--- src/sv/lct_pkg.sv ---
// Shared constants and types for the Levi-Civita tensor generator.
// Used by lct_ctrl, lct_datapath and levi_civita_tensor_generator.
`default_nettype none

package lct_pkg;

  // Odometer geometry
  localparam int MAX_RANK = 8;
  localparam int DIGIT_W  = $clog2(MAX_RANK);
  localparam int STEP_W   = $clog2(MAX_RANK);
  localparam int N_W      = DIGIT_W + 1;
  localparam int RANK_W   = 4;
  localparam int MIN_RANK = 2;

  localparam logic [RANK_W-1:0] RANK_RESET = RANK_W'(3);

  // Entry codes (two's complement, 2 bits)
  localparam logic signed [1:0] ENTRY_ZERO = 2'sb00;
  localparam logic signed [1:0] ENTRY_POS  = 2'sb01;
  localparam logic signed [1:0] ENTRY_NEG  = 2'sb11;

  // Commands from the controller to the datapath
  typedef struct packed {
    logic start;
    logic clear;
    logic step;
    logic load;
  } lct_cmd_t;

  // Status from the datapath to the controller
  typedef struct packed {
    logic last_step;
  } lct_stat_t;

endpackage

`default_nettype wire

--- src/sv/lct_datapath.sv ---
// Datapath: rank register, odometer digits, per-digit permutation/parity step
// and the output register. Depends on lct_pkg.
`default_nettype none

module lct_datapath
  import lct_pkg::*;
(
  input  wire logic                   clk,
  input  wire logic                   rst,
  input  wire logic                   tensor_rank_we,
  input  wire logic [RANK_W-1:0]      tensor_rank_wdata,
  input  wire lct_cmd_t               cmd,
  output lct_stat_t                   stat,
  output logic signed [1:0]           entry_value,
  output logic                        last_entry
);

  logic [RANK_W-1:0]   rank;
  logic [DIGIT_W-1:0]  digits [MAX_RANK];
  logic [STEP_W-1:0]   step;
  logic [MAX_RANK-1:0] seen;
  logic                ok;
  logic                par;
  logic                carry;

  logic [N_W-1:0]      n;
  logic [DIGIT_W-1:0]  d;
  logic [N_W-1:0]      d_inc;
  logic                in_range;
  logic                ok_next;
  logic                par_next;
  logic                carry_next;
  logic                inv;
  logic [DIGIT_W-1:0]  d_next;

  // Clamp the rank to the supported range
  always_comb begin
    if (rank < RANK_W'(MIN_RANK)) begin
      n = N_W'(MIN_RANK);
    end else if (rank > RANK_W'(MAX_RANK)) begin
      n = N_W'(MAX_RANK);
    end else begin
      n = N_W'(rank);
    end
  end

  assign stat.last_step = (N_W'(step) == n - N_W'(1));

  // One digit per cycle while stepping: range, duplicate, inversion parity and carry
  always_comb begin
    d        = digits[step];
    d_inc    = N_W'(d) + N_W'(1);
    in_range = N_W'(d) < n;
    ok_next  = ok & in_range & ~seen[d];
    inv      = 1'b0;
    for (int j = 0; j < MAX_RANK; j++) begin
      if ((N_W'(j) > N_W'(step)) && (N_W'(j) < n) && (digits[j] < d)) begin
        inv = ~inv;
      end
    end
    par_next = par ^ inv;
    d_next   = d;
    carry_next = carry;
    if (carry) begin
      if (d_inc < n) begin
        d_next     = d_inc[DIGIT_W-1:0];
        carry_next = 1'b0;
      end else begin
        d_next     = '0;
      end
    end
  end

  // Rank register and odometer
  always_ff @(posedge clk) begin
    if (rst) begin
      rank <= RANK_RESET;
      for (int k = 0; k < MAX_RANK; k++) begin
        digits[k] <= '0;
      end
    end else if (tensor_rank_we) begin
      rank <= tensor_rank_wdata;
      for (int k = 0; k < MAX_RANK; k++) begin
        digits[k] <= '0;
      end
    end else if (cmd.start && cmd.clear) begin
      for (int k = 0; k < MAX_RANK; k++) begin
        digits[k] <= '0;
      end
    end else if (cmd.step) begin
      digits[step] <= d_next;
    end
  end

  // Per-item accumulators
  always_ff @(posedge clk) begin
    if (rst) begin
      step  <= '0;
      seen  <= '0;
      ok    <= 1'b1;
      par   <= 1'b0;
      carry <= 1'b1;
    end else if (cmd.start) begin
      step  <= '0;
      seen  <= '0;
      ok    <= 1'b1;
      par   <= 1'b0;
      carry <= 1'b1;
    end else if (cmd.step) begin
      step        <= step + STEP_W'(1);
      seen[d]     <= 1'b1;
      ok          <= ok_next;
      par         <= par_next;
      carry       <= carry_next;
    end
  end

  // Output register, loaded on the final digit
  always_ff @(posedge clk) begin
    if (cmd.load) begin
      entry_value <= ok_next ? (par_next ? ENTRY_NEG : ENTRY_POS) : ENTRY_ZERO;
      last_entry  <= carry_next;
    end
  end

endmodule

`default_nettype wire

--- src/sv/lct_ctrl.sv ---
// Controller: accepts items, sequences the digit steps and owns out_valid.
// Depends on lct_pkg.
`default_nettype none

module lct_ctrl
  import lct_pkg::*;
(
  input  wire logic       clk,
  input  wire logic       rst,
  input  wire logic       in_valid,
  output logic            in_stall,
  input  wire logic       restart,
  output logic            out_valid,
  input  wire logic       out_stall,
  output lct_cmd_t        cmd,
  input  wire lct_stat_t  stat
);

  typedef enum logic {
    IDLE,
    RUN
  } state_t;

  state_t state;
  state_t state_next;
  logic   out_busy;

  assign in_stall = (state != IDLE);
  assign out_busy = out_valid & out_stall;

  // Issue commands
  always_comb begin
    cmd        = '0;
    state_next = state;
    case (state)
      IDLE: begin
        if (in_valid) begin
          cmd.start  = 1'b1;
          cmd.clear  = restart;
          state_next = RUN;
        end
      end
      RUN: begin
        // hold the final digit until the output register is free
        if (!(stat.last_step && out_busy)) begin
          cmd.step = 1'b1;
          if (stat.last_step) begin
            cmd.load   = 1'b1;
            state_next = IDLE;
          end
        end
      end
      default: begin
        state_next = IDLE;
      end
    endcase
  end

  // State and output valid
  always_ff @(posedge clk) begin
    if (rst) begin
      state     <= IDLE;
      out_valid <= 1'b0;
    end else begin
      state     <= state_next;
      out_valid <= cmd.load | out_busy;
    end
  end

endmodule

`default_nettype wire

--- src/sv/levi_civita_tensor_generator.sv ---
// Levi-Civita tensor entry generator, top level; depends on lct_pkg,
// lct_ctrl and lct_datapath.
// Sequencing: an accepted item walks n odometer digits (n = rank clamped to
// 2..MAX_RANK), one per cycle; the last waits while the output register is busy.
// out_valid is registered with it; in_stall holds off new items until then; the result waits in an output register.
// Reset: rank 3, odometer all zeros, no result pending.
`default_nettype none

module levi_civita_tensor_generator
  import lct_pkg::*;
(
  input  wire logic                 clk,
  input  wire logic                 rst,
  input  wire logic                 tensor_rank_we,
  input  wire logic [RANK_W-1:0]    tensor_rank_wdata,
  input  wire logic                 in_valid,
  output logic                      in_stall,
  input  wire logic                 restart,
  output logic                      out_valid,
  input  wire logic                 out_stall,
  output logic signed [1:0]         entry_value,
  output logic                      last_entry
);

  lct_cmd_t  cmd;
  lct_stat_t stat;

  lct_ctrl u_ctrl (
    .clk       (clk),
    .rst       (rst),
    .in_valid  (in_valid),
    .in_stall  (in_stall),
    .restart   (restart),
    .out_valid (out_valid),
    .out_stall (out_stall),
    .cmd       (cmd),
    .stat      (stat)
  );

  lct_datapath u_dp (
    .clk               (clk),
    .rst               (rst),
    .tensor_rank_we    (tensor_rank_we),
    .tensor_rank_wdata (tensor_rank_wdata),
    .cmd               (cmd),
    .stat              (stat),
    .entry_value       (entry_value),
    .last_entry        (last_entry)
  );

endmodule

`default_nettype wire
--- config.mk ---
export PLATFORM = sky130hd
export DESIGN_NAME = levi_civita_tensor_generator
export DESIGN_NICKNAME = d
export VERILOG_FILES = /design/src/sv/lct_pkg.sv /design/src/sv/lct_datapath.sv /design/src/sv/lct_ctrl.sv /design/src/sv/levi_civita_tensor_generator.sv
export SDC_FILE = /design/constraint.sdc
export NUM_CORES = 1
export LEC_CHECK = 0
export ABC_AREA = 1
export ABC_CLOCK_PERIOD_IN_PS = 3700
export BUFFER_PORTS_ARGS = -buffer_cell sky130_fd_sc_hd__buf_2
export CORE_MARGIN = 2
export CORE_UTILIZATION = 50
export DETAILED_ROUTE_END_ITERATION = 10
export PLACE_DENSITY = 0.65
export SYNTH_ARGS = -nofsm -noshare
export SYNTH_HDL_FRONTEND = slang
export SYNTH_SLANG_ARGS = --single-unit
--- constraint.sdc ---
create_clock -name clk -period 3.7 [get_ports clk]
set_input_delay 0.74 -clock clk [delete_from_list [all_inputs] [get_ports clk]]
set_output_delay 0.74 -clock clk [all_outputs]
set_load 0.01 [all_outputs]
## After elaboration in Yosys (flattened, before gate mapping)

Memory sizes are Yosys's and may differ from the RTL's. A register that Yosys moved wholly into a read port is not among the register bits.
Cells that the tools add are included.

- Word-level logic and storage cells: 153
- Memories kept: 1
- Flip-flop bits (word level): 23
- Output and inout bits: 5
- Memory bits (writable): 24

- Bitwise operators: 30
- Order comparisons: 27
- Add/sub/neg operators: 3
- Muxes and demuxes: 62
- Reduce and logical (&&, ||, !) cells: 19
- Equal/unequal tests: 1

Memories:

| memory | depth | bits a word | read ports | clocked after memory_dff | write ports | RTL line | source |
|---|---|---|---|---|---|---|---|
| u_dp.digits | 8 | 3 | 8 | 1 | 8 | lct_datapath.sv:19 | `logic [DIGIT_W-1:0] digits [MAX_RANK];` |

Operator list:

| cell | count |
|---|---|
| 3-bit two-way mux | 22 |
| 1-bit two-way mux | 30 |
| 3-bit < comparator | 7 |
| 1-bit logical AND | 17 |
| 1-bit OR | 17 |
| 3-bit by 4-bit < comparator with 1-bit output, first input constant | 4 |
| 3-bit > comparator, first input constant | 4 |
| 2-bit two-way mux | 5 |
| 2-bit by 4-bit < comparator with 1-bit output, first input constant | 2 |
| 4-bit two-way mux | 2 |
| 1-bit NOT | 8 |
| 8-bit OR | 1 |
| 2-bit by 3-bit > comparator with 1-bit output, first input constant | 2 |
| 3-bit by 1-bit adder with 4-bit output, second input constant | 1 |
| 3-bit by 4-bit equality test with 1-bit output | 1 |
| 4-bit > comparator, second input constant | 1 |
| 1-bit by 4-bit < comparator with 1-bit output, first input constant | 1 |
| 3-bit by 4-bit < comparator with 1-bit output | 1 |
| 3-bit by 4-bit < comparator with 1-bit output, second input constant | 1 |
| 4-bit by 2-bit < comparator with 1-bit output, second input constant | 1 |
| 4-bit < comparator | 1 |
| 4-bit by 1-bit subtractor with 4-bit output, second input constant | 1 |
| 3-bit by 1-bit adder with 3-bit output, second input constant | 1 |
| 1-bit bitwise AND | 3 |
| other kinds (8) | 8 |

## Logic depth before layout (Yosys ltp)

- Word-level depth: 21
- Mapped depth: 21

## Cells and area by module

A second synthesis with hierarchy kept.

- Cell total of the unflattened synthesis: 401
- Area total of the unflattened synthesis: 3085.5 sq um

By module, submodules not included:

| module | area each (sq um) | times used | cells an instance |
|---|---|---|---|
| lct_datapath | 2981.6 | 1 | 385 |
| lct_ctrl | 103.8 | 1 | 16 |

## Least setup slack after synthesis

No wires, ideal clock.

- Kind: reg2reg
- From: register u_dp.rank[2]
- To: memory u_dp.digits[4][0] (netlist name) (enable)
- Arrival: 2.255 ns
- Required time: 3.396 ns
- Setup time: 0.304 ns
- Cell stages (with the launch flop): 19
- Period minus slack after synthesis: 2.559 ns
- Slack: 1.141 ns
- Path through: dfxtp_1 nor2_1 nor3_4 inv_2 ha_1 ha_1 nand2_1 nor3b_1 o21ai_0 a21oi_1 nand3_1 nand2_2 nor2_1 inv_1 nor2_1 inv_2 nor2_1 inv_1 nand2_1

RTL lines:

| item | RTL line | source |
|---|---|---|
| start: declaration | lct_datapath.sv:18 | `logic [RANK_W-1:0] rank;` |
| start signal: assignment | lct_datapath.sv:82 | `rank <= tensor_rank_wdata;` |
| end: declaration | lct_datapath.sv:19 |  |

==> impl_metrics.env <==
export IMPL_antenna_found_initial=0
export IMPL_pre_cts_ws_ns=0.5033
export IMPL_dp_hpwl_mm=5.532
export IMPL_placed_cell_area_mm2=0.003363
export IMPL_hold_violations=0
export IMPL_ctsLongestPathBuffers=2
export IMPL_cts_resized=0
export IMPL_cts_sinks=50
export IMPL_synth_area_mm2=0.003216
export IMPL_fp_row_count=29
export IMPL_cp_max_fo=16
export IMPL_grt_pass1_wl_mm=12.12
export IMPL_grt_setup_unrepaired="false"
export IMPL_gp_congestion=0.8379
export IMPL_synth_area_leaders="edfxtp_1, dfxtp_1, ha_1"
export IMPL_grt_pass1_vias=2432
export IMPL_fin_crit_ns=3.246
export IMPL_tns_ns=0
export IMPL_cts_root_buf="clkbuf_8"
export IMPL_crit_type="flop to flop"
export IMPL_grt_usage_pct=21.75
export IMPL_post_drt_wl_per_cell_um=14.35
export IMPL_initial_core_util_pct=51.23
export IMPL_grt_max_degree=17
export IMPL_period_share_pct=87.72
export IMPL_crit_path_end_kind="flop"
export IMPL_ys_warn_count=0
export IMPL_diodes=0
export IMPL_via_per_inst=5.272
export IMPL_clk_latency_ns=0.33
export IMPL_timing_fmax_mhz=308.1
export IMPL_finalSetupViolCount=0
export IMPL_ys_ff_latch=50
export IMPL_postLayoutSetupSlackWorst_ns=0.4545
export IMPL_netlist_cell_type_count=41
export IMPL_drive_above_1_share_pct=14.08
export IMPL_htree_levels=2
export IMPL_postLayoutCoreUtil_pct=55.43
export IMPL_cp_required_ns=3.88
export IMPL_cts_buffers=5
export IMPL_clk_pin_slew_ns=0.10
export IMPL_worst_slew_pin_slew_ns=0.9841
export IMPL_cts_tree="built"
export IMPL_synth_edf_count=27
export IMPL_final_max_slew_viol_count=0
export IMPL_drt_iter0_drc=139
export IMPL_yosys_area_top_type_share_pct=25.21
export IMPL_area_growth_pct=8.210
export IMPL_syn_inst=408
export IMPL_cts_setup_buffers=0
export IMPL_drc=0
export IMPL_holdBufCountCts=0
export IMPL_worstPathArrival_ns=3.43
export IMPL_status="finished clean"
export IMPL_top_level_ports=15
export IMPL_ys_seq_area_share_pct=39.53
export IMPL_drtAntennaViolNets=0
export IMPL_core_mm2=0.006277
export IMPL_routed_wl_mm=7.220
export IMPL_fill_cells=598
export IMPL_p_leak_nw=1.607
export IMPL_io_buffers=14
export IMPL_startpoint_type="flop"
export IMPL_syn_area_per_cell_um2=7.881
export IMPL_final_common_cell="nand2_1"
export IMPL_post_synth_top_area_cell="edfxtp_1"
export IMPL_maxCapViolCount=0
export IMPL_stdcell_area_mm2=0.003480
export IMPL_overflow=0
export IMPL_nNetsFinal=460
export IMPL_ir_drop_mv=0.2495
export IMPL_slew_headroom_pct=34.08
export IMPL_clock_skew_ns=0.01559
export IMPL_synthArstFlopShare_pct=0
export IMPL_die_w_um=84.20
export IMPL_drt_pass1_iter_count=4
export IMPL_placed_cells=495
export IMPL_final_cell_mix="nand2_1, inv_1, nor2_1, edfxtp_1"
export IMPL_min_path_type="flop to flop"
export IMPL_num_vias=2652
export IMPL_syn_nets=443
export IMPL_synth_main_ff_cell="edfxtp_1"
export IMPL_design_die_area_mm2=0.007089
export IMPL_die_h_um=84.20
export IMPL_fin_cells=503
export IMPL_power_density_mw_per_mm2=449.4
state kept, by name, summed over array words and instances (netlist names), named ones only:
signal,count
u_dp.par,1
u_dp.step,3
u_dp.last_entry,1
u_dp.rank,4
u_dp.carry,1
u_dp.digits,24
u_dp.seen,8
u_dp.entry_value,2
u_dp.ok,1
u_ctrl.out_valid,1
u_ctrl.in_stall,1
where the power goes:
group	internal, mW	total, mW	switching (mW)
combinational	0.174	0.516	0.342
sequential	0.622	0.654	0.0323
clock	0.196	0.394	0.199
total	0.991	1.56	0.573
synth_stat cells (all sizes together), types with 6 or more instances:
master	count
a21oi	26
and2	16
dfxtp	23
edfxtp	27
ha	25
inv	66
nand2	87
nand3	27
nor2	50
nor3	6
o21ai	20
through the flow:
step	hold slack, ns	power, mW
after floorplan	0.4308	1.051
after global placement	0.4432	1.174
after detailed placement	0.4517	1.179
after CTS	0.4693	1.570
after global routing	0.4982	1.669
final	0.4631	1.564
critical path, stage by stage (launching register included):
cell and delay (ns):
dfxtp_1 0.67, nand2_1 0.11, nand3_1 0.11, nand3_2 0.18, nand2_4 0.24, clkinv_4 0.12, ha_1 0.22, xnor2_1 0.26
ha_1 0.29, nand3_2 0.08, inv_2 0.03, o21a_4 0.19, nor2_4 0.12, nand3_2 0.08, o21ai_2 0.18, and2_1 0.20
metal layers:
metal  track usage [%]  routed length [um]  vias up  part of all wire [%]
met1             32.26                3694     1232                    51
li1                  -                   -     1375                     -
met5                 0                   0        -                     0
met4             6.158                  82        0                   1.1
met2             32.97                3191       37                    44
met3             3.540                 251        8                   3.5
logic make-up after synthesis:
family                     share of synthesized area (%)
and+or+nand+nor                                    29.49
buffers and inverters                              8.872
AOI/OAI and AO/OA                                  11.21
DFF                                                39.53
adders and majority gates                          9.728
xor gates and xnor gates                          0.5448
muxes                                             0.6226
area by class of cell:
type,count,area [um2],area share (%)
Clock inverter,1,8.758,0.2517
Sequential cell,50,1271,36.53
Inverter,67,259.0,7.443
Clock buffer,7,107.6,3.092
Tap cell,77,96.34,2.769
Timing Repair Buffer,15,77.57,2.229
Multi-Input combinational cell,286,1659,47.68
final timing paths:
check	startpoint	slack [ns]	end	cells after the start
worst max-delay path	flop	0.45	u_dp.digits[6][2]$_SDFFCE_PN0P_	15
worst max register to register	flop	0.45	u_dp.digits[6][2]$_SDFFCE_PN0P_	15
worst min register to register	u_dp.seen[7]$_SDFFE_PP0P_	0.46	u_dp.seen[7]$_SDFFE_PP0P_	2
worst min-delay path	u_dp.seen[7]$_SDFFE_PP0P_	0.46	u_dp.seen[7]$_SDFFE_PP0P_	2
No activity file was read; power rests on OpenSTA's default activity.
